--- src/rtl/core/heightmap_triangle_height_query_macros.svh ---
// Assertion macros shared by the height query RTL.
// No dependencies; included by the modules that carry assertions.
`ifndef HEIGHTMAP_TRIANGLE_HEIGHT_QUERY_MACROS_SVH
`define HEIGHTMAP_TRIANGLE_HEIGHT_QUERY_MACROS_SVH

`ifndef SYNTHESIS
`define HTHQ_ASSERT(lbl, clk, rstn, prop, msg) \
  lbl: assert property (@(posedge clk) disable iff (!rstn) prop) else $error(msg);
`define HTHQ_ASSERT_IMPL(lbl, clk, rstn, ante, cons, msg) \
  `HTHQ_ASSERT(lbl, clk, rstn, (ante) |-> (cons), msg)
`define HTHQ_ASSERT_NEXT(lbl, clk, rstn, ante, cons, msg) \
  `HTHQ_ASSERT(lbl, clk, rstn, (ante) |=> (cons), msg)
`else
`define HTHQ_ASSERT(lbl, clk, rstn, prop, msg)
`define HTHQ_ASSERT_IMPL(lbl, clk, rstn, ante, cons, msg)
`define HTHQ_ASSERT_NEXT(lbl, clk, rstn, ante, cons, msg)
`endif

`endif

--- src/rtl/core/hthq_pkg.sv ---
`timescale 1ns / 1ps
// Shared types and constants for the heightmap height query pipeline.
// No dependencies.
package hthq_pkg;

  localparam int unsigned INDEX_W  = 14;
  localparam int unsigned HEIGHT_W = 24;
  localparam int unsigned COORD_W  = 15;
  localparam int unsigned FRAC_W   = 8;
  localparam int unsigned CELL_W   = COORD_W - FRAC_W;
  localparam int unsigned TDATA_W  = 72;
  localparam int unsigned STORE_DEPTH = 1 << INDEX_W;

  localparam logic signed [HEIGHT_W-1:0] LIFT_RESET = 24'sd256;
  localparam logic signed [HEIGHT_W-1:0] H_MAX      = 24'sh7FFFFF;
  localparam logic signed [HEIGHT_W-1:0] H_MIN      = 24'sh800000;

  typedef enum logic {
    KIND_WRITE = 1'b0,
    KIND_QUERY = 1'b1
  } hthq_kind_e;

  typedef struct packed {
    hthq_kind_e                 kind;
    logic [INDEX_W-1:0]         index;
    logic signed [HEIGHT_W-1:0] height;
    logic [COORD_W-1:0]         x;
    logic [COORD_W-1:0]         z;
  } hthq_item_t;

  typedef struct packed {
    hthq_kind_e kind;
    logic       oor;
  } hthq_ctl_t;

endpackage

--- src/rtl/core/hthq_plane_interp.sv ---
`timescale 1ns / 1ps
// Six-stage back end: plane interpolation, rounding divide by cell size, lift, clamp.
// Depends on hthq_pkg and the assertion macro header.
`include "heightmap_triangle_height_query_macros.svh"
module hthq_plane_interp #(
  parameter int unsigned CELL_SIZE = 1,
  parameter int unsigned WGT_W     = 9
) (
  input  logic                                 clk_i,
  input  logic                                 rst_ni,
  input  logic                                 in_valid_i,
  output logic                                 in_ready_o,
  input  hthq_pkg::hthq_ctl_t                  in_ctl_i,
  input  logic signed [hthq_pkg::HEIGHT_W-1:0] in_h_a_i,
  input  logic signed [hthq_pkg::HEIGHT_W-1:0] in_h_b_i,
  input  logic signed [hthq_pkg::HEIGHT_W-1:0] in_h_c_i,
  input  logic [WGT_W-1:0]                     in_wgt_a_i,
  input  logic [WGT_W-1:0]                     in_wgt_b_i,
  input  logic signed [hthq_pkg::HEIGHT_W-1:0] lift_i,
  output logic                                 out_valid_o,
  input  logic                                 out_ready_i,
  output logic signed [hthq_pkg::HEIGHT_W-1:0] out_height_o,
  output logic                                 out_oor_o
);
  import hthq_pkg::*;

  localparam int unsigned NSTG  = 6;
  localparam int unsigned S     = CELL_SIZE * 256;
  localparam int unsigned NUM_W = HEIGHT_W + WGT_W + 3;
  localparam int unsigned DIF_W = HEIGHT_W + 1;
  localparam int unsigned LC    = $clog2(CELL_SIZE);
  localparam int unsigned UW    = HEIGHT_W + LC;
  localparam int unsigned K2    = HEIGHT_W + 2 * LC;
  localparam int unsigned M_W   = K2 + 1;
  localparam int unsigned SPLIT = 14;
  localparam int unsigned PL_W  = SPLIT + M_W;
  localparam int unsigned PH_W  = UW - SPLIT + M_W;
  localparam int unsigned FULL_W = UW + M_W;
  localparam logic signed [NUM_W-1:0] S_NUM = NUM_W'(S);
  localparam logic signed [NUM_W-1:0] ROUND_K =
    NUM_W'((64'(S) << (HEIGHT_W - 1)) + 64'(S / 2));
  localparam logic [M_W-1:0] RECIP =
    M_W'(((64'd1 << K2) + 64'(CELL_SIZE) - 1) / 64'(CELL_SIZE));

  logic [NSTG-1:0] v_q;
  logic [NSTG-1:0] rdy;
  hthq_ctl_t       ctl_q [NSTG-1];

  logic signed [DIF_W-1:0]    da0_q, db0_q;
  logic signed [NUM_W-1:0]    hcs0_q;
  logic [WGT_W-1:0]           wa0_q, wb0_q;
  logic signed [NUM_W-1:0]    pa1_q, pb1_q, hcs1_q;
  logic [UW-1:0]              u2_q;
  logic [PL_W-1:0]            pl3_q;
  logic [PH_W-1:0]            ph3_q;
  logic signed [HEIGHT_W-1:0] y4_q;
  logic signed [HEIGHT_W-1:0] height5_q;
  logic                       oor5_q;

  logic signed [NUM_W-1:0]    tot;
  logic [FULL_W-1:0]          full;
  logic [HEIGHT_W-1:0]        quot;
  logic signed [HEIGHT_W:0]   ysum;
  logic signed [HEIGHT_W-1:0] ysat;
  logic                       ld5;

  always_comb begin
    rdy[NSTG-1] = !v_q[NSTG-1] || out_ready_i;
    for (int k = NSTG - 2; k >= 0; k--) begin
      rdy[k] = !v_q[k] || rdy[k+1];
    end
  end
  assign in_ready_o = rdy[0];
  assign ld5        = rdy[NSTG-1] && v_q[NSTG-2];

  always_ff @(posedge clk_i or negedge rst_ni) begin
    if (!rst_ni) begin
      v_q <= '0;
    end else begin
      if (rdy[0]) v_q[0] <= in_valid_i;
      for (int k = 1; k < NSTG; k++) begin
        if (rdy[k]) v_q[k] <= v_q[k-1];
      end
    end
  end

  // weighted sum plus half a cell, biased so that the value stays positive
  assign tot  = pa1_q + pb1_q + hcs1_q + ROUND_K;
  assign full = FULL_W'(pl3_q) + (FULL_W'(ph3_q) << SPLIT);
  assign quot = full[K2 +: HEIGHT_W];

  assign ysum = DIF_W'(y4_q) + DIF_W'(lift_i);
  always_comb begin
    if (ysum[HEIGHT_W] != ysum[HEIGHT_W-1]) begin
      ysat = ysum[HEIGHT_W] ? H_MIN : H_MAX;
    end else begin
      ysat = ysum[HEIGHT_W-1:0];
    end
  end

  always_ff @(posedge clk_i) begin
    if (rdy[0]) begin
      ctl_q[0] <= in_ctl_i;
      da0_q    <= DIF_W'(in_h_a_i) - DIF_W'(in_h_c_i);
      db0_q    <= DIF_W'(in_h_b_i) - DIF_W'(in_h_c_i);
      hcs0_q   <= NUM_W'(in_h_c_i) * S_NUM;
      wa0_q    <= in_wgt_a_i;
      wb0_q    <= in_wgt_b_i;
    end
    for (int k = 1; k < NSTG - 1; k++) begin
      if (rdy[k]) ctl_q[k] <= ctl_q[k-1];
    end
    if (rdy[1]) begin
      pa1_q  <= NUM_W'(da0_q) * $signed(NUM_W'(wa0_q));
      pb1_q  <= NUM_W'(db0_q) * $signed(NUM_W'(wb0_q));
      hcs1_q <= hcs0_q;
    end
    if (rdy[2]) begin
      u2_q <= tot[FRAC_W +: UW];
    end
    if (rdy[3]) begin
      pl3_q <= PL_W'(u2_q[SPLIT-1:0]) * PL_W'(RECIP);
      ph3_q <= PH_W'(u2_q[UW-1:SPLIT]) * PH_W'(RECIP);
    end
    if (rdy[4]) begin
      // remove the bias of 2^23
      y4_q <= {~quot[HEIGHT_W-1], quot[HEIGHT_W-2:0]};
    end
    if (rdy[5]) begin
      height5_q <= (ctl_q[4].kind == KIND_QUERY && !ctl_q[4].oor) ? ysat : '0;
      oor5_q    <= (ctl_q[4].kind == KIND_QUERY) && ctl_q[4].oor;
    end
  end

  assign out_valid_o  = v_q[NSTG-1];
  assign out_height_o = height5_q;
  assign out_oor_o    = oor5_q;

  `HTHQ_ASSERT_NEXT(a_sat_pos, clk_i, rst_ni, ld5 && ctl_q[4].kind == KIND_QUERY && !ctl_q[4].oor && !y4_q[HEIGHT_W-1] && !lift_i[HEIGHT_W-1], !out_height_o[HEIGHT_W-1], "positive sum wrapped negative")
  `HTHQ_ASSERT_NEXT(a_sat_neg, clk_i, rst_ni, ld5 && ctl_q[4].kind == KIND_QUERY && !ctl_q[4].oor && y4_q[HEIGHT_W-1] && lift_i[HEIGHT_W-1], out_height_o[HEIGHT_W-1], "negative sum wrapped positive")
  `HTHQ_ASSERT_NEXT(a_zero_result, clk_i, rst_ni, ld5 && (ctl_q[4].kind == KIND_WRITE || ctl_q[4].oor), out_height_o == '0, "write or out of range item with non-zero height")

endmodule

--- config.mk ---
export PLATFORM = sky130hd
export DESIGN_NAME = hthq_plane_interp
export DESIGN_NICKNAME = d
export VERILOG_FILES = /design/src/rtl/core/hthq_pkg.sv /design/src/rtl/core/hthq_plane_interp.sv
export VERILOG_INCLUDE_DIRS = /design/src /design/src/rtl/core
export SDC_FILE = /design/constraint.sdc
export NUM_CORES = 2
export LEC_CHECK = 0
export ABC_AREA = 1
export BUFFER_PORTS_ARGS = -buffer_cell sky130_fd_sc_hd__buf_2
export CORE_MARGIN = 1.5
export CORE_UTILIZATION = 44
export CTS_CLUSTER_DIAMETER = 200
export CTS_CLUSTER_SIZE = 28
export DETAILED_ROUTE_END_ITERATION = 12
export REMOVE_ABC_BUFFERS = 1
export SYNTH_ARGS = -nofsm -noshare
export SYNTH_HDL_FRONTEND = slang
export SYNTH_SLANG_ARGS = --single-unit
--- constraint.sdc ---
create_clock -name clk_i -period 5.7 [get_ports clk_i]
set_input_delay 0.285 -clock clk_i [delete_from_list [all_inputs] [get_ports clk_i]]
set_output_delay 0.285 -clock clk_i [all_outputs]
set_load 0.1 [all_outputs]
### Word-level counts from Yosys, hierarchy flattened

Memories as Yosys holds them, arrays and structs flattened.
Index checks and enable logic that the tools add are counted.

| storage, ports and cells | value |
|---|---|
| output and inout bits | 27 |
| register bits after elaboration | 283 |
| memories kept | 1 |
| input port bits | 120 |
| RAM bits | 10 |
| word-level logic and storage cells | 59 |

| cells by class | value |
|---|---|
| add/sub/neg operators | 7 |
| reductions and logical operators | 15 |
| equality and inequality tests | 1 |
| muxes and demuxes | 12 |
| bitwise logic cells | 1 |
| multiply operators | 2 |

Memory list:

| name | words | width | rd ports | clocked after Yosys merged registers in | wr ports | RTL line | source |
|---|---|---|---|---|---|---|---|
| ctl_q | 5 | 2 | 5 | 0 | 5 | hthq_plane_interp.sv:47 | `hthq_ctl_t ctl_q [NSTG-1];` |

Operators with widths:

| operator | number |
|---|---|
| $add 32x32->32 | 2 |
| $mul 25x10->32 | 2 |
| $sub 24x24->25 | 2 |
| $add 38x48->48 | 1 |
| $mux 24 | 2 |
| $add 32x32->32 const B | 1 |
| $add 24x24->25 | 1 |
| $mux 1 | 10 |
| $logic_not 1->1 | 7 |
| $logic_or 1x1->1 | 6 |
| $logic_and 1x1->1 | 2 |
| $ne 1x1->1 | 1 |
| $not 1->1 | 1 |

### Longest topological paths before layout

| logic depth | value |
|---|---|
| word-level depth | 9 |
| depth in mapped cells | 25 |
| depth with buffers taken out | 23 |

### Worst setup path before layout

Ideal clock, no wire load.

| path | value |
|---|---|
| path type | register to register |
| start point | reg v_q[5] |
| end point | mem ctl_q[0][0] in the netlist's numbering, enable pin |
| stages on the path, launching flop included | 12 |
| path slack | -0.987 ns |
| period minus slack after synthesis | 6.687 ns |
| arrival | 6.200 ns |
| data required time | 5.213 ns |
| setup time | 0.487 ns |
| buffers on the path | 0 |
| cell sequence | dfrtp_1 > inv_1 > nor2_1 > inv_1 > nor2_1 > inv_1 > nor2_1 > inv_1 > nor2_1 > inv_1 > nor2_1 > nand2_1 |

RTL lines:

| what | RTL line | source |
|---|---|---|
| start: declaration | hthq_plane_interp.sv:45 | `logic [NSTG-1:0] v_q;` |
| start signal: indexed assignment | hthq_plane_interp.sv:82 | `if (rdy[k]) v_q[k] <= v_q[k-1];` |
| end: declaration | hthq_plane_interp.sv:47 |  |

### Worst setup path after layout

| path | value |
|---|---|
| start point | reg wb0_q[4] |
| end point | reg pb1_q[26] (data pin) |

| between the ends | value |
|---|---|
| word-level cells in the longest chain between the ends | 1 |

Ends and longest elaborated chain:

| what | RTL line | source |
|---|---|---|
| start: declaration | hthq_plane_interp.sv:51 | `logic [WGT_W-1:0] wa0_q, wb0_q;` |
| start signal: assignment | hthq_plane_interp.sv:108 | `wb0_q <= in_wgt_b_i;` |
| $mul 25x10->32 | hthq_plane_interp.sv:115 | `pb1_q <= NUM_W'(db0_q) * $signed(NUM_W'(wb0_q));` |
| end signal: assignment | hthq_plane_interp.sv:115 |  |
| end: declaration | hthq_plane_interp.sv:52 | `logic signed [NUM_W-1:0] pa1_q, pb1_q, hcs1_q;` |

No other way between the ends.
A chain may end at the register's enable or synchronous reset.

==> results.txt <==
status: finished clean
Final Hold Fails: 0
Rel. slew slack: 0.2346
synth top area cells: edfxtp_1, fa_1, nand2_1
Final Cell Area: 35140 um^2
DRT iter0 DRCs: 1594
most common flop cell mapped by yosys: edfxtp_1
initial antenna violation count: 0
TritonCTS clock tree: built
core area: 71850 um^2
count of cell types in the netlist: 42
most frequent cell after synthesis: nand2_1
drc violations: 0
clk_lat worst skew: 0.53 ns
layout cells sized above 1: 0.07150
Synth async-reset ratio: 0.02048
via count: 24140
CP cell instances: buf_12 -> nand2_1 -> inv_1 -> fa_1 -> fa_1 -> fa_1 -> fa_1 -> inv_1 -> fa_1 -> inv_1 -> ha_1 -> nand2_1 -> inv_1 -> nand2_1 -> nor3_1 -> nand4_1 -> nand3_1 -> nand2_1 -> nand2_1 -> xor2_1
gr ovfl total: 0
Layout Area Growth over Synthesis: 9.557%
ANT nets after route: 0
Post-Synth Adder-Cell Area: 0.3383
# H-tree levels: 1
GRT Total Usage: 0.2229
MaxCap Viol Count: 0
pin count of the biggest net entering global routing: 59
hold crit path type: input port to register
period utilisation layout: 0.9446
post-synthesis mux area share: 0
flops & latches, synth: 293
setup violators final: 0
Area after DPL: 34080 um^2
post-detail-place hpwl: 66840 um
Cell Rows: 98
compound-gate portion of the synthesized area: 0.06448
final WL: 80070 um
Worst Setup End Kind: register
Post-synth EDFFs: 287
Final GP Congestion: 0.9362
IO buf count: 146
TritonCTS buffer count: 14
die area: 74530 um^2
unrepaired setup endpoints after global routing: no
register area share after synthesis: 0.2734
Synth top area share: 0.2687
Clock transition at path regs: 0.12 ns
critical path fanouts, max: 21
f_max: 0.1857 GHz
CTS max path bufs: 3
CP delay by family, top: adder cells
Die Height: 273.0 um
ANT cells: 0
worst path bufs/invs: 5
Post-Syn Instances: 3744
Synth warnings: 0
WP data required: 5.96 ns
die span in x: 273.0 um
largest stage delay on the critical path: 0.57 ns
Startpoint Class: register
# IOs: 147
fin nets: 4675
critical path class: register to register
commonest cells in the netlist: nand2_1, inv_1, fa_1
largest family of logic cells by synthesized area: adder cells
first-pass GRT wire length: 131700 um
Sink Count: 293
Synth Area in Simple Gates: 0.1663
vias in the first global route: 24710
Root Driver: clkbuf_16
Pins Over Slew Limit: 0
worst slew pin tran: 1.145 ns
routed vias/inst: 4.960
XOR/XNOR Fraction of Synth Area: 0.04287
Cell Area, Synth: 32070 um^2
Slowest cell on crit path: fa_1
DR pass1 iterations: 6
Critical Path AT: 5.65 ns
average cell area after synthesis: 8.567 um^2
fin crit period: 5.384 ns
Starting Density: 0.4464
post-synth top area cell: edfxtp_1
drt wl/cell: 16.46 um
Clock Skew: 0.02606 ns
==> stage by stage <==
stage               cells  setup TNS [ns]  hold slack [ns]    util  worst slack [ns]
floorplan            3636         -101.89         -0.01059       -           -0.9867
global placement     4785               0           0.1255  0.4743           0.05872
detailed placement   4785               0           0.1294  0.4743            0.1543
CTS                  4845               0        0.0008895  0.4854           0.09489
global route         4866               0         0.002349  0.4890          0.007836
finish               4866               0          0.02715  0.4890            0.3156
==> flip-flops by register name (all words and copies together) (netlist names), 14 cells and up <==
| signal | flops |
|---|---|
| hcs1_q | 24 |
| u2_q | 24 |
| hcs0_q | 24 |
| pb1_q | 32 |
| db0_q | 25 |
| da0_q | 25 |
| out_height_o | 24 |
| y4_q | 24 |
| pl3_q | 14 |
| pa1_q | 32 |
==> layout by cell type (no fill, tap or decap), types with 55 or more instances in the layout <==
cell and n:
a21oi_1 172, buf_2 146, buf_4 55, edfxtp_1 287, fa_1 372, ha_1 272, inv_1 863, nand2_1 916
nand3_1 115, nor2_1 184, o21ai_0 91, xor2_1 103
==> cells by family after synthesis <==
family / Yosys count
adder cells (fa/ha/maj): 644
buffers and inverters: 973
flip-flops: 293
XOR/XNOR: 157
AO/OA/AOI/OAI: 361
AND/OR/NAND/NOR: 1316
==> area by class of cell <==
cell class	count	area, um^2
clock inverters	1	16.27
multi-input cells	2478	19640
inverters	865	3248
well taps	950	1189
fillers	7033	36710
flip-flops and latches	293	8768
clock buffers	20	394.1
repair buffers	259	1884
==> final timing paths <==
path	from	to	slack (ns)	cells past startpoint
hold reg to reg	ph3_q[32]$_DFFE_PP_	y4_q[22]$_DFFE_PP_	0.42	0
max in group asynchronous	rst_ni	v_q[1]$_DFFE_PN0P_	5.41	2
setup / recovery	wb0_q[4]$_DFFE_PP_	pb1_q[26]$_DFFE_PP_	0.32	20
min in group asynchronous	rst_ni	v_q[5]$_DFFE_PN0P_	0.14	2
setup reg to reg	wb0_q[4]$_DFFE_PP_	pb1_q[26]$_DFFE_PP_	0.32	20
hold / removal	in_h_c_i[3]	hcs0_q[11]$_DFFE_PP_	0.03	1
==> repair_timing <==
| action | 4_1_cts | 5_1_grt |
|---|---|---|
| buffers inserted | 0 | 18 |
| resized for setup | 0 | 1 |
| hold endpoints to repair | 44 | 3 |
| hold buffers | 39 | 3 |
| endpoints found under the setup margin | 0 | 15 |
==> layer usage <==
layer	up-vias	part of all wire	GRT usage
li1	11850	-	-
met1	11590	0.46	0.3138
met2	621	0.47	0.3766
met3	76	0.048	0.02100
met4	0	0.019	0.04158
met5	-	0	0
Power is left out: the tool's default activity adds up to more than one toggle a clock period on the data nets, which glitch-free logic cannot reach.
