$ cat src/rtl/core/heightmap_triangle_height_query_macros.svh
// Assertion macros shared by the height query RTL.
// No dependencies; included by the modules that carry assertions.
`ifndef HEIGHTMAP_TRIANGLE_HEIGHT_QUERY_MACROS_SVH
`define HEIGHTMAP_TRIANGLE_HEIGHT_QUERY_MACROS_SVH

`ifndef SYNTHESIS
`define HTHQ_ASSERT(lbl, clk, rstn, prop, msg) \
  lbl: assert property (@(posedge clk) disable iff (!rstn) prop) else $error(msg);
`define HTHQ_ASSERT_IMPL(lbl, clk, rstn, ante, cons, msg) \
  `HTHQ_ASSERT(lbl, clk, rstn, (ante) |-> (cons), msg)
`define HTHQ_ASSERT_NEXT(lbl, clk, rstn, ante, cons, msg) \
  `HTHQ_ASSERT(lbl, clk, rstn, (ante) |=> (cons), msg)
`else
`define HTHQ_ASSERT(lbl, clk, rstn, prop, msg)
`define HTHQ_ASSERT_IMPL(lbl, clk, rstn, ante, cons, msg)
`define HTHQ_ASSERT_NEXT(lbl, clk, rstn, ante, cons, msg)
`endif

`endif

$ cat src/rtl/core/hthq_pkg.sv
`timescale 1ns / 1ps
// Shared types and constants for the heightmap height query pipeline.
// No dependencies.
package hthq_pkg;

  localparam int unsigned INDEX_W  = 14;
  localparam int unsigned HEIGHT_W = 24;
  localparam int unsigned COORD_W  = 15;
  localparam int unsigned FRAC_W   = 8;
  localparam int unsigned CELL_W   = COORD_W - FRAC_W;
  localparam int unsigned TDATA_W  = 72;
  localparam int unsigned STORE_DEPTH = 1 << INDEX_W;

  localparam logic signed [HEIGHT_W-1:0] LIFT_RESET = 24'sd256;
  localparam logic signed [HEIGHT_W-1:0] H_MAX      = 24'sh7FFFFF;
  localparam logic signed [HEIGHT_W-1:0] H_MIN      = 24'sh800000;

  typedef enum logic {
    KIND_WRITE = 1'b0,
    KIND_QUERY = 1'b1
  } hthq_kind_e;

  typedef struct packed {
    hthq_kind_e                 kind;
    logic [INDEX_W-1:0]         index;
    logic signed [HEIGHT_W-1:0] height;
    logic [COORD_W-1:0]         x;
    logic [COORD_W-1:0]         z;
  } hthq_item_t;

  typedef struct packed {
    hthq_kind_e kind;
    logic       oor;
  } hthq_ctl_t;

endpackage

$ cat src/rtl/core/hthq_cell_locate.sv
`timescale 1ns / 1ps
// Four-stage front end: cell, offsets, triangle weights and vertex addresses.
// Depends on hthq_pkg and the assertion macro header.
`include "heightmap_triangle_height_query_macros.svh"
module hthq_cell_locate #(
  parameter int unsigned GRID_WIDTH = 128,
  parameter int unsigned GRID_DEPTH = 128,
  parameter int unsigned CELL_SIZE  = 1,
  parameter int unsigned WGT_W      = 9
) (
  input  logic                             clk_i,
  input  logic                             rst_ni,
  input  logic                             in_valid_i,
  output logic                             in_ready_o,
  input  hthq_pkg::hthq_item_t             in_item_i,
  output logic                             out_valid_o,
  input  logic                             out_ready_i,
  output hthq_pkg::hthq_ctl_t              out_ctl_o,
  output logic [hthq_pkg::INDEX_W-1:0]     out_addr_a_o,
  output logic [hthq_pkg::INDEX_W-1:0]     out_addr_b_o,
  output logic [hthq_pkg::INDEX_W-1:0]     out_addr_c_o,
  output logic signed [hthq_pkg::HEIGHT_W-1:0] out_height_o,
  output logic [WGT_W-1:0]                 out_wgt_a_o,
  output logic [WGT_W-1:0]                 out_wgt_b_o
);
  import hthq_pkg::*;

  localparam int unsigned S        = CELL_SIZE * 256;
  localparam int unsigned RECIP_SH = 16;
  localparam int unsigned RECIP_W  = RECIP_SH + 1;
  localparam int unsigned PROD_W   = CELL_W + RECIP_W;
  localparam logic [RECIP_W-1:0] RECIP =
    RECIP_W'(((1 << RECIP_SH) + CELL_SIZE - 1) / CELL_SIZE);
  localparam int unsigned COLC_W   = CELL_W + $clog2(CELL_SIZE + 1);
  localparam int unsigned XR_W     = COLC_W + FRAC_W;
  localparam logic [WGT_W-1:0] S_W = WGT_W'(S);

  logic [3:0] v_q;
  logic [3:0] rdy;

  hthq_item_t                 item1_q;
  hthq_kind_e                 kind2_q;
  logic [INDEX_W-1:0]         index2_q;
  logic signed [HEIGHT_W-1:0] height2_q;
  logic [COORD_W-1:0]         x2_q, z2_q;
  logic [CELL_W-1:0]          col2_q, row2_q;
  hthq_ctl_t                  ctl3_q;
  logic [INDEX_W-1:0]         index3_q;
  logic signed [HEIGHT_W-1:0] height3_q;
  logic [INDEX_W-1:0]         rowmul3_q;
  logic [CELL_W-1:0]          col3_q;
  logic                       upper3_q;
  logic [WGT_W-1:0]           wa3_q, wb3_q;
  hthq_ctl_t                  ctl4_q;
  logic [INDEX_W-1:0]         addr_a4_q, addr_b4_q, addr_c4_q;
  logic signed [HEIGHT_W-1:0] height4_q;
  logic [WGT_W-1:0]           wa4_q, wb4_q;

  logic [PROD_W-1:0]  prod_x, prod_z;
  logic [COLC_W-1:0]  colx, rowz;
  logic [XR_W-1:0]    rx_full, rz_full;
  logic [WGT_W-1:0]   rx, rz;
  logic               upper_d, oor_d;
  logic [INDEX_W-1:0] base, a10, a01, a11, addr_c_d;

  always_comb begin
    rdy[3] = !v_q[3] || out_ready_i;
    for (int k = 2; k >= 0; k--) begin
      rdy[k] = !v_q[k] || rdy[k+1];
    end
  end
  assign in_ready_o = rdy[0];

  always_ff @(posedge clk_i or negedge rst_ni) begin
    if (!rst_ni) begin
      v_q <= '0;
    end else begin
      if (rdy[0]) v_q[0] <= in_valid_i;
      for (int k = 1; k < 4; k++) begin
        if (rdy[k]) v_q[k] <= v_q[k-1];
      end
    end
  end

  // cell column and row by reciprocal multiply
  assign prod_x = PROD_W'(item1_q.x[COORD_W-1:FRAC_W]) * PROD_W'(RECIP);
  assign prod_z = PROD_W'(item1_q.z[COORD_W-1:FRAC_W]) * PROD_W'(RECIP);

  // offsets inside the cell and triangle choice
  assign colx    = COLC_W'(col2_q) * COLC_W'(CELL_SIZE);
  assign rowz    = COLC_W'(row2_q) * COLC_W'(CELL_SIZE);
  assign rx_full = XR_W'(x2_q) - {colx, FRAC_W'(0)};
  assign rz_full = XR_W'(z2_q) - {rowz, FRAC_W'(0)};
  assign rx      = rx_full[WGT_W-1:0];
  assign rz      = rz_full[WGT_W-1:0];
  assign upper_d = ((WGT_W+1)'(rx) + (WGT_W+1)'(rz)) > (WGT_W+1)'(S);
  assign oor_d   = (kind2_q == KIND_QUERY) &&
                   ((int'(col2_q) >= int'(GRID_WIDTH) - 1) ||
                    (int'(row2_q) >= int'(GRID_DEPTH) - 1));

  // vertex addresses, wrapping over the store
  assign base = rowmul3_q + INDEX_W'(col3_q);
  assign a10  = base + INDEX_W'(1);
  assign a01  = base + INDEX_W'(GRID_WIDTH);
  assign a11  = base + INDEX_W'(GRID_WIDTH + 1);
  assign addr_c_d = (ctl3_q.kind == KIND_WRITE) ? index3_q : (upper3_q ? a11 : base);

  always_ff @(posedge clk_i) begin
    if (rdy[0]) begin
      item1_q <= in_item_i;
    end
    if (rdy[1]) begin
      kind2_q   <= item1_q.kind;
      index2_q  <= item1_q.index;
      height2_q <= item1_q.height;
      x2_q      <= item1_q.x;
      z2_q      <= item1_q.z;
      col2_q    <= prod_x[RECIP_SH +: CELL_W];
      row2_q    <= prod_z[RECIP_SH +: CELL_W];
    end
    if (rdy[2]) begin
      ctl3_q.kind <= kind2_q;
      ctl3_q.oor  <= oor_d;
      index3_q    <= index2_q;
      height3_q   <= height2_q;
      rowmul3_q   <= INDEX_W'(row2_q) * INDEX_W'(GRID_WIDTH);
      col3_q      <= col2_q;
      upper3_q    <= upper_d;
      wa3_q       <= upper_d ? S_W - rz : rx;
      wb3_q       <= upper_d ? S_W - rx : rz;
    end
    if (rdy[3]) begin
      ctl4_q    <= ctl3_q;
      addr_a4_q <= a10;
      addr_b4_q <= a01;
      addr_c4_q <= addr_c_d;
      height4_q <= height3_q;
      wa4_q     <= wa3_q;
      wb4_q     <= wb3_q;
    end
  end

  assign out_valid_o  = v_q[3];
  assign out_ctl_o    = ctl4_q;
  assign out_addr_a_o = addr_a4_q;
  assign out_addr_b_o = addr_b4_q;
  assign out_addr_c_o = addr_c4_q;
  assign out_height_o = height4_q;
  assign out_wgt_a_o  = wa4_q;
  assign out_wgt_b_o  = wb4_q;

  `HTHQ_ASSERT_IMPL(a_wgt_sum, clk_i, rst_ni, v_q[2], ((WGT_W+1)'(wa3_q) + (WGT_W+1)'(wb3_q)) <= (WGT_W+1)'(S), "triangle weights exceed cell size")
  `HTHQ_ASSERT_IMPL(a_upper_wgt, clk_i, rst_ni, v_q[2] && upper3_q, ((WGT_W+1)'(wa3_q) + (WGT_W+1)'(wb3_q)) < (WGT_W+1)'(S), "upper triangle weights out of range")
  `HTHQ_ASSERT_IMPL(a_row_step, clk_i, rst_ni, v_q[3] && out_ctl_o.kind == KIND_QUERY, (addr_b4_q - addr_a4_q) == INDEX_W'(GRID_WIDTH - 1), "vertex addresses not one row apart")

endmodule

$ cat config.mk
export PLATFORM = sky130hd
export DESIGN_NAME = hthq_cell_locate
export DESIGN_NICKNAME = d
export VERILOG_FILES = /design/src/rtl/core/hthq_pkg.sv /design/src/rtl/core/hthq_cell_locate.sv
export VERILOG_INCLUDE_DIRS = /design/src /design/src/rtl/core
export SDC_FILE = /design/constraint.sdc
export NUM_CORES = 1
export LEC_CHECK = 0
export BUFFER_PORTS_ARGS = -buffer_cell sky130_fd_sc_hd__buf_2
export CAP_MARGIN = 20
export CORE_MARGIN = 8
export CORE_UTILIZATION = 60
export CTS_CLUSTER_DIAMETER = 60
export DETAILED_ROUTE_END_ITERATION = 7
export PLACE_DENSITY = 0.84
export REMOVE_ABC_BUFFERS = 1
export SYNTH_ARGS = -nofsm -noshare
export SYNTH_HDL_FRONTEND = slang
export SYNTH_SLANG_ARGS = --single-unit
$ cat constraint.sdc
create_clock -name clk_i -period 10.04 [get_ports clk_i]
set_input_delay 1.004 -clock clk_i [delete_from_list [all_inputs] [get_ports clk_i]]
set_output_delay 1.004 -clock clk_i [all_outputs]
set_load 0.02 [all_outputs]
### After elaboration in Yosys (flattened, before gate mapping)

Index checks and enable logic that the tools add are counted.

| operators by class | value |
|---|---|
| mux-type cells | 4 |
| $lt $le $gt $ge | 3 |
| $add $sub $neg | 9 |
| reduce and logical (&&, ||, !) cells | 10 |

Operator list:

| operator | number |
|---|---|
| $add 14x8->14 const B | 2 |
| $mux 14 | 2 |
| $mux 9 | 2 |
| $sub 9x9->9 | 2 |
| $sub 9x9->9 const A | 2 |
| $add 14x1->14 const B | 1 |
| $add 14x7->14 | 1 |
| $ge 7x7->1 const B | 2 |
| $add 9x9->10 | 1 |
| $gt 10x9->1 const B | 1 |
| $logic_or 1x1->1 | 5 |
| $logic_not 1->1 | 4 |
| $logic_and 1x1->1 | 1 |

| storage, ports and cells | value |
|---|---|
| output and inout port bits | 88 |
| word-level logic and storage cells | 59 |
| bits of input ports | 73 |
| register bits after elaboration | 303 |

### Longest topological paths before layout

Gate-level depths: netlist of run 1.

| depth | value |
|---|---|
| word-level depth | 5 |
| gate-level depth with buffers | 8 |
| gate-level depth less buffers | 7 |

### Least setup slack after synthesis of run 1

Ideal clock, no wire load.

| timing path | value |
|---|---|
| path type | input to register |
| start | input port out_ready_i |
| end | register item1_q[0] in the netlist's numbering, enable pin |
| slack | 5.578 ns |
| buffers on the path | 0 |
| arrival | 3.346 ns |
| stages | 2 |
| required time | 8.924 ns |
| setup time | 1.116 ns |
| cell sequence | nor2b_1 nand4_1 |

| on the way | value |
|---|---|
| word-level cells in the longest chain between the ends | 4 |

Ends and longest elaborated chain:

| element | RTL line | RTL |
|---|---|---|
| from (decl) | hthq_cell_locate.sv:17 | `input logic out_ready_i,` |
| $logic_or 1x1->1 | hthq_cell_locate.sv:67 | `rdy[3] = !v_q[3] \|\| out_ready_i;` |
| $logic_or 1x1->1 (3 in a row) | hthq_cell_locate.sv:69 | `rdy[k] = !v_q[k] \|\| rdy[k+1];` |
| named net in_ready_o | hthq_cell_locate.sv:14 | `output logic in_ready_o,` |
| to (signal assigned) | hthq_cell_locate.sv:110 | `item1_q <= in_item_i;` |
| to (decl) | hthq_cell_locate.sv:41 | `hthq_item_t item1_q;` |

The timed path passes the listed nets, and every way through them passes these cells.
A chain may end at the register's enable or synchronous reset.

### Worst setup path in the final report of run 1

| timing path | value |
|---|---|
| start | register x2_q[2] |
| end | register wb3_q[2] (data pin) |

| on the way | value |
|---|---|
| word-level cells in the longest chain between the ends | 4 |
| elaborated cells on any way between the ends | 5 |
| those cells by class | add/sub: 3; order compare: 1; mux: 1 |

Ends and longest elaborated chain:

| element | RTL line | RTL |
|---|---|---|
| from (decl) | hthq_cell_locate.sv:45 | `logic [COORD_W-1:0] x2_q, z2_q;` |
| from (signal assigned) | hthq_cell_locate.sv:116 | `x2_q <= item1_q.x;` |
| $sub 9x9->9 (*) | hthq_cell_locate.sv:92 | `assign rx_full = XR_W'(x2_q) - {colx, FRAC_W'(0)};` |
| $add 9x9->10 | hthq_cell_locate.sv:96 | `assign upper_d = ((WGT_W+1)'(rx) + (WGT_W+1)'(rz)) > (WGT_W+1)'(S);` |
| $gt 10x9->1 | hthq_cell_locate.sv:96 |  |
| $mux 9 (*) | hthq_cell_locate.sv:130 | `wb3_q <= upper_d ? S_W - rx : rz;` |
| to (signal assigned) | hthq_cell_locate.sv:130 |  |
| to (decl) | hthq_cell_locate.sv:53 | `logic [WGT_W-1:0] wa3_q, wb3_q;` |

Mark *: on every way between the ends. The rest lies on a longest branch, timed or not.

==> summary.md, run 1 <==
| Metric | Value |
|---|---|
| Reg clk slew, reported paths | 0.06 ns |
| Max Cap Viol | 0 |
| Floorplan row count | 48 |
| Post_cts resized | 0 |
| Post-synth EDFFs | 297 |
| Post-CTS Setup Bufs | 0 |
| H-tree Lvls | 1 |
| Antenna cells | 0 |
| Bufs on Longest Clock Path | 3 |
| Area fraction of the dominant cell type after synthesis | 0.838 |
| Ys Warns | 0 |
| Final min period | 3.18 ns |
| Setup Skew | 0.0116 ns |
| Core Box Area | 0.0173 mm2 |
| Via/cell ratio | 5.20 |
| Avg Cell Area, Syn | 20.2 um2 |
| CTS Root Cell | clkbuf_16 |
| Leakage | 0.00472 uW |
| #FFs+latches synth | 301 |
| Number of I/O pins | 161 |
| Synth cell count leaders | edfxtp_1, nor2_1, xnor2_1 |
| Unrepaired setup endpoints after global routing | false |
| Largest area contributor in the synthesized netlist | edfxtp_1 |
| Die height | 149 um |
| TNS Setup | 0 ns |
| Die width | 149 um |
| Logic pwr share | 0.118 |
| Synth Cell Area | 0.0106 mm2 |
| Pwr dens | 239 mW/mm2 |
| Worst hold path type | primary input to async pin |
| DP Worst Slack | 6.91 ns |
| Overall Global Routing Usage | 0.151 |
| CP required | 10.30 ns |
| Share of power burned in registers | 0.565 |
| Largest net degree at the start of global routing | 87 |
| Max Slew Vio Count | 0 |
| Num CTS Buffers | 28 |
| Asr flop ratio synth | 0.0133 |
| Footprint of the multi-input gates | 0.00154 mm2 |
| Post-synthesis sequential area ratio | 0.847 |
| Fin nets | 793 |
| Final Cycle Share | 0.316 |
| CP max FO | 19 |
| CTS tree | built |
| CP Class | register to register |
| Routed Antenna Nets | 0 |
| Via count | 4934 |
| DIE AREA | 0.0223 mm2 |
| Switching pwr | 709 uW |
| Sequential standard cell area | 0.00902 mm2 |
| RD Place Congestion | 0.843 |
| Fillers | 1075 |
| Main synth FF type | edfxtp_1 |
| Initial antenna violation count | 0 |
| Least-Margin Pin Slew | 1.05 ns |
| Most common cell in the synthesized netlist | edfxtp_1 |
| First-pass GRT wire length | 26.4 mm |
| DRC | 0 |
| Post-synthesis cell count | 527 |
| First drt pass iteration count | 4 |
| Number of setup violations in the final report | 0 |
| Layout cells sized above 1 | 0.305 |
| First DRT Iteration DRCs | 299 |
| Number of global-route vias before repair | 5066 |
| CP Launch Type | register |
| Initial Util | 0.615 |
| Reg2Reg Depth | 6 |
| Final WS setup | 6.86 ns |
| Hold Fails Final Rpt | 0 |
| Port bufs | 160 |
| Crit. End Element | register |
| Rel. slew slack | 0.301 |
| Critical path data arrival time | 3.44 ns |
| Synth-to-layout area growth | 17.8% |
| Peak Freq | 315 MHz |
| Clock Power Share | 0.317 |
| Status | completed |
| Skew-Pair Late Insertion Delay | 0.52 ns |
| # clock sinks | 301 |
| CTS Hold Buffers Added | 0 |
| P_int | 2290 uW |
| Synth top area cells | edfxtp_1, xnor2_1, xor2_1, ha_1, mux2_2 |
| GRT overflow | 0 |
| Final HPWL DP | 11.5 mm |
| Maximum VDD drop | 0.154 mV |
| Switch share | 0.237 |
| WL/cell | 17.9 um |
| Final wirelength | 17.0 mm |
| Count of different cell masters after synthesis | 47 |
metal layers:
metal  share of wire  GRT usage  up-vias
met5               0          0        -
met4           0.021     0.0495        0
met3           0.075     0.0355       31
met2            0.50      0.256      164
met1            0.41      0.188     2351
li1                -          -     2388
sequential cells by signal, indices dropped and copies added, names as in the netlist, 4 cells and up:
register      flops
out_addr_a_o     14
rowmul3_q         7
out_wgt_b_o       9
col2_q            7
index3_q         14
out_addr_c_o     14
wa3_q             9
x2_q              8
v_q               4
wb3_q             9
index2_q         14
out_addr_b_o     14
out_height_o     24
out_wgt_a_o       9
item1_q          69
z2_q              8
col3_q            7
height2_q        24
height3_q        24
row2_q            7
final timing paths:
check / startpoint / end / slack (ns)
min in group clk_i: item1_q[63]$_DFFE_PP_ / index2_q[9]$_DFFE_PP_ / 0.41
hold / removal: rst_ni / v_q[3]$_DFFE_PN0P_ / 0.28
setup / recovery: x2_q[2]$_DFFE_PP_ / wb3_q[2]$_DFFE_PP_ / 6.86
setup reg to reg: x2_q[2]$_DFFE_PP_ / wb3_q[2]$_DFFE_PP_ / 6.86
max in group asynchronous: rst_ni / v_q[0]$_DFFE_PN0P_ / 9.63
hold reg to reg: item1_q[63]$_DFFE_PP_ / index2_q[9]$_DFFE_PP_ / 0.41
worst max-delay path, stage by stage (launching register included):
cell,delay [ns]
edfxtp_1,0.48
ha_1,0.39
or2_0,0.27
a41oi_1,0.29
mux2_2,0.40
a41oi_4,0.68
mux2_2,0.42
cell type report:
type	count	share of cell area
sequential	301	0.719
tap	225	0.0224
clock buffer	32	0.0588
clock inverter	16	0.00808
timing repair buffer	162	0.0650
multi-input combinational	201	0.123
inverter	12	0.00369
cells in the final DEF (no fill, tap or decap), drive strengths merged, types with 2 or more instances in the layout:
cell type	n
edfxtp	297
buf	162
clkbuf	32
nor2	26
xnor2	24
xor2	21
a21oi	18
mux2	15
clkinv	15
ha	13
nand3	13
nand2	13
inv	11
nand4	7
and2	4
o2111ai	4
nand2b	4
dfrtp	4
and3	3
nor3	3
mux2i	3
o221ai	2
o21ai	2
nor2b	2
o21a	2
nor4b	2
or3	2
a21o	2
or2	2
a41oi	2
cell families after synthesis:
kind of cell / Yosys count / synth area share
multiplexers: 18 / 0.0205
adder cells (fa/ha/maj): 14 / 0.0172
flip-flops: 301 / 0.847
XOR/XNOR: 45 / 0.0370
AND/OR/NAND/NOR: 86 / 0.0407
AO/OA/AOI/OAI: 38 / 0.0276
buffers and inverters: 25 / 0.00976
through the flow:
step | instances | util | hold WS, ns | power (uW) | area, um2
2_1_floorplan | 514 | - | 0.400 | 1940 | 10600
3_3_place_gp | 901 | 0.677 | 0.401 | 2050 | 11700
3_5_place_dp | 901 | 0.677 | 0.405 | 2080 | 11700
4_1_cts | 949 | 0.725 | 0.262 | 3030 | 12500
5_1_grt | 949 | 0.725 | 0.257 | 3120 | 12500
6_report | 949 | 0.725 | 0.283 | 3000 | 12500
power groups by stage:
| stage | Clock (uW) | Sequential (uW) | Combinational [uW] |
|---|---|---|---|
| after CTS | 971 | 1690 | 359 |
| after floorplan | 0 | 1770 | 169 |
| after detailed placement | 0 | 1720 | 357 |
| after global routing | 1020 | 1710 | 386 |
| final | 948 | 1690 | 354 |
| after global placement | 0 | 1710 | 344 |
Note: power is estimated with default switching activity, not from simulation.
==> inputs of run 2 (changes only) <==
--- a/config.mk
+++ b/config.mk
@@ -9,10 +9,10 @@
 export BUFFER_PORTS_ARGS = -buffer_cell sky130_fd_sc_hd__buf_2
 export CAP_MARGIN = 20
 export CORE_MARGIN = 8
-export CORE_UTILIZATION = 60
+export CORE_UTILIZATION = 56
 export CTS_CLUSTER_DIAMETER = 60
 export DETAILED_ROUTE_END_ITERATION = 7
-export PLACE_DENSITY = 0.84
+export PLACE_DENSITY = 0.8
 export REMOVE_ABC_BUFFERS = 1
 export SYNTH_ARGS = -nofsm -noshare
 export SYNTH_HDL_FRONTEND = slang
==> constraint.sdc (replaced) <==
create_clock -name clk_i -period 3.25 [get_ports clk_i]
set_input_delay 0.325 -clock clk_i [delete_from_list [all_inputs] [get_ports clk_i]]
set_output_delay 0.325 -clock clk_i [all_outputs]
set_load 0.02 [all_outputs]
==> summary.md, run 2 (same netlist as run 1, synthesis figures left out) <==
| Metric | Value |
|---|---|
| Reg clk slew, reported paths | 0.06 ns (about the same) |
| P_int | 7220 uW (+220%) |
| Max Cap Viol | 0 (unchanged) |
| Routed Antenna Nets | 0 (unchanged) |
| Largest register FFs | 69 (unchanged) |
| Least-Margin Pin Slew | 0.987 ns (-0.0612 ns) |
| Unrepaired setup endpoints after global routing | false |
| CTS tree | built |
| Overall Global Routing Usage | 0.160 (+0.00941) |
| Final core utilization | 0.716 (-0.00933) |
| Critical path data arrival time | 3.37 ns (-0.07 ns) |
| Initial Util | 0.569 (-0.0463) |
| Most Crowded Layer GR | met2 |
| CP Launch Type | register |
| Core Box Area | 0.0187 mm2 (+8.1%) |
| CP max FO | 19 (unchanged) |
| Worst hold path type | primary input to async pin |
| Met3 Use GR | 0.0373 (+0.00178) |
| Setup Skew | 0.0225 ns (+0.0109 ns) |
| Initial antenna violation count | 2 (+2) |
| Bufs on Longest Clock Path | 3 (unchanged) |
| Pwr dens | 713 mW/mm2 (+200%) |
| Skew-Pair Late Insertion Delay | 0.54 ns (+0.02 ns) |
| Die height | 154 um (+3.1%) |
| H-tree Lvls | 1 (unchanged) |
| Switching pwr | 2320 uW (+230%) |
| Commonest non-fill, non-tap cells in the layout | edfxtp_1, buf_2, dlygate4sd3_1 |
| GRT overflow | 0 (unchanged) |
| CTS Root Cell | clkbuf_16 |
| Via count | 5403 (+9.5%) |
| Leakage | 0.00507 uW (+7.3%) |
| CP Class | register to register |
| Clock Power Share | 0.327 (+0.010) |
| DP Worst Slack | 0.105 ns (-6.80 ns) |
| Num CTS Buffers | 30 (+7.1%) |
| Crit. End Element | register |
| Rel. slew slack | 0.342 (+0.0408) |
| Fillers | 1125 (+4.7%) |
| Number of global-route vias before repair | 5752 (+14%) |
| First DRT Iteration DRCs | 304 (+1.7%) |
| Sequential standard cell area | 0.00902 mm2 (unchanged) |
| Fin nets | 869 (+9.6%) |
| Max Slew Vio Count | 0 (unchanged) |
| Number of I/O pins | 161 (unchanged) |
| Hold Fails Final Rpt | 0 (unchanged) |
| DRC | 0 (unchanged) |
| M2 GR Usage | 0.300 (+0.0443) |
| Final min period | 3.10 ns (-0.0789 ns) |
| Placed Instances | 913 (+1.3%) |
| Total power | 9550 uW (+220%) |
| Share of power burned in registers | 0.547 (-0.018) |
| Final HPWL DP | 12.0 mm (+3.8%) |
| Port bufs | 160 (unchanged) |
| Commonest non-fill, non-tap cell in the layout | edfxtp_1 |
| WL/cell | 18.6 um (+3.9%) |
| Floorplan row count | 50 (+4.2%) |
| Finished Layout Cells | 1041 (+9.7%) |
| Reg-to-reg slack, setup | 0.15 ns (-6.71 ns) |
| Maximum VDD drop | 0.519 mV (+240%) |
| First-pass GRT wire length | 29.9 mm (+13%) |
| First drt pass iteration count | 4 (unchanged) |
| Layout cells sized above 1 | 0.286 (-0.0192) |
| Via/cell ratio | 5.19 (-0.17%) |
| TNS Setup | 0 ns (unchanged) |
| Largest Register | item1_q |
| Post-CTS Setup Bufs | 0 (unchanged) |
| CP required | 3.53 ns (-6.77 ns) |
| Met1 GRT Util | 0.171 (-0.0173) |
| Switch share | 0.243 (+0.00680) |
| Largest net degree at the start of global routing | 75 (-14%) |
| RD Place Congestion | 0.862 (+2.2%) |
| Die width | 154 um (+3.1%) |
| DIE AREA | 0.0237 mm2 (+6.4%) |
| Final Cycle Share | 0.953 (+0.637) |
| Logic pwr share | 0.125 (+0.007) |
| Reg2Reg Depth | 7 (+1) |
| Synth-to-layout area growth | 25.8% |
| Number of setup violations in the final report | 0 (unchanged) |
| Peak Freq | 323 MHz (+2.5%) |
| Final WS setup | 0.151 ns (-6.71 ns) |
| Footprint of the multi-input gates | 0.00154 mm2 (unchanged) |
| Status | completed |
| Final wirelength | 19.4 mm (+14%) |
| # clock sinks | 301 (unchanged) |
## run 2: cell types whose count changed in the layout (fill, tap and decap cells not counted), sizes merged, moves of 2 or more
cell         change
clkbuf           +6
clkinvlp         +2
clkinv           -3
diode            +3
buf              +3
dlygate4sd3     +71
## run 2: power by group through the flow
stage               Sequential (uW)  Clock, uW  Combinational [uW]
floorplan                      5470          0                 523
global placement               5270          0                1100
detailed placement             5300          0                1130
CTS                            5230       3190                1200
global route                   5280       3340                1280
finish                         5220       3130                1200
## run 2: what timing repair did
action	CTS	global route
hold buffers	71	0
endpoints found under the hold margin	74	0
resized for setup	0	0
endpoints found under the setup margin	0	8
## run 2: worst paths after layout
| path | startpoint | to |
|---|---|---|
| max | x2_q[0]$_DFFE_PP_ | wa3_q[1]$_DFFE_PP_ |
| min | rst_ni | v_q[0]$_DFFE_PN0P_ |
| max reg2reg | x2_q[0]$_DFFE_PP_ | wa3_q[1]$_DFFE_PP_ |
| min reg2reg | item1_q[6]$_DFFE_PP_ | z2_q[6]$_DFFE_PP_ |
| max in group asynchronous | rst_ni | v_q[1]$_DFFE_PN0P_ |
| min in group clk_i | out_ready_i | v_q[3]$_DFFE_PN0P_ |
## run 2: per-layer routing
layer	vias up	wire (um)
met2	184	10400
li1	2546	-
met3	47	1260
met4	0	603
met5	-	0
met1	2626	7140
## run 2: area by class of cell
class                      instances  share of cell area
multi-input combinational        201               0.115
clock buffer                      38              0.0583
clock inverter                    16             0.00953
inverter                          12             0.00346
antenna                            3            0.000561
tap                              234              0.0219
sequential                       301               0.674
timing repair buffer             236               0.118
## run 2: critical path: stages, from the launching register on
cell and delay [ns]:
edfxtp_1 0.46, ha_1 0.27, fa_1 0.43, a21oi_1 0.28, o221ai_1 0.17, xnor2_1 0.20
a41oi_4 0.61, mux2_2 0.42
## run 2: stage by stage
stage	hold WS, ns	area, um2
floorplan	0.0294	10600
global placement	0.128	11800
detailed placement	0.133	11800
CTS	0.0901	13400
global route	0.122	13400
finish	0.128	13400
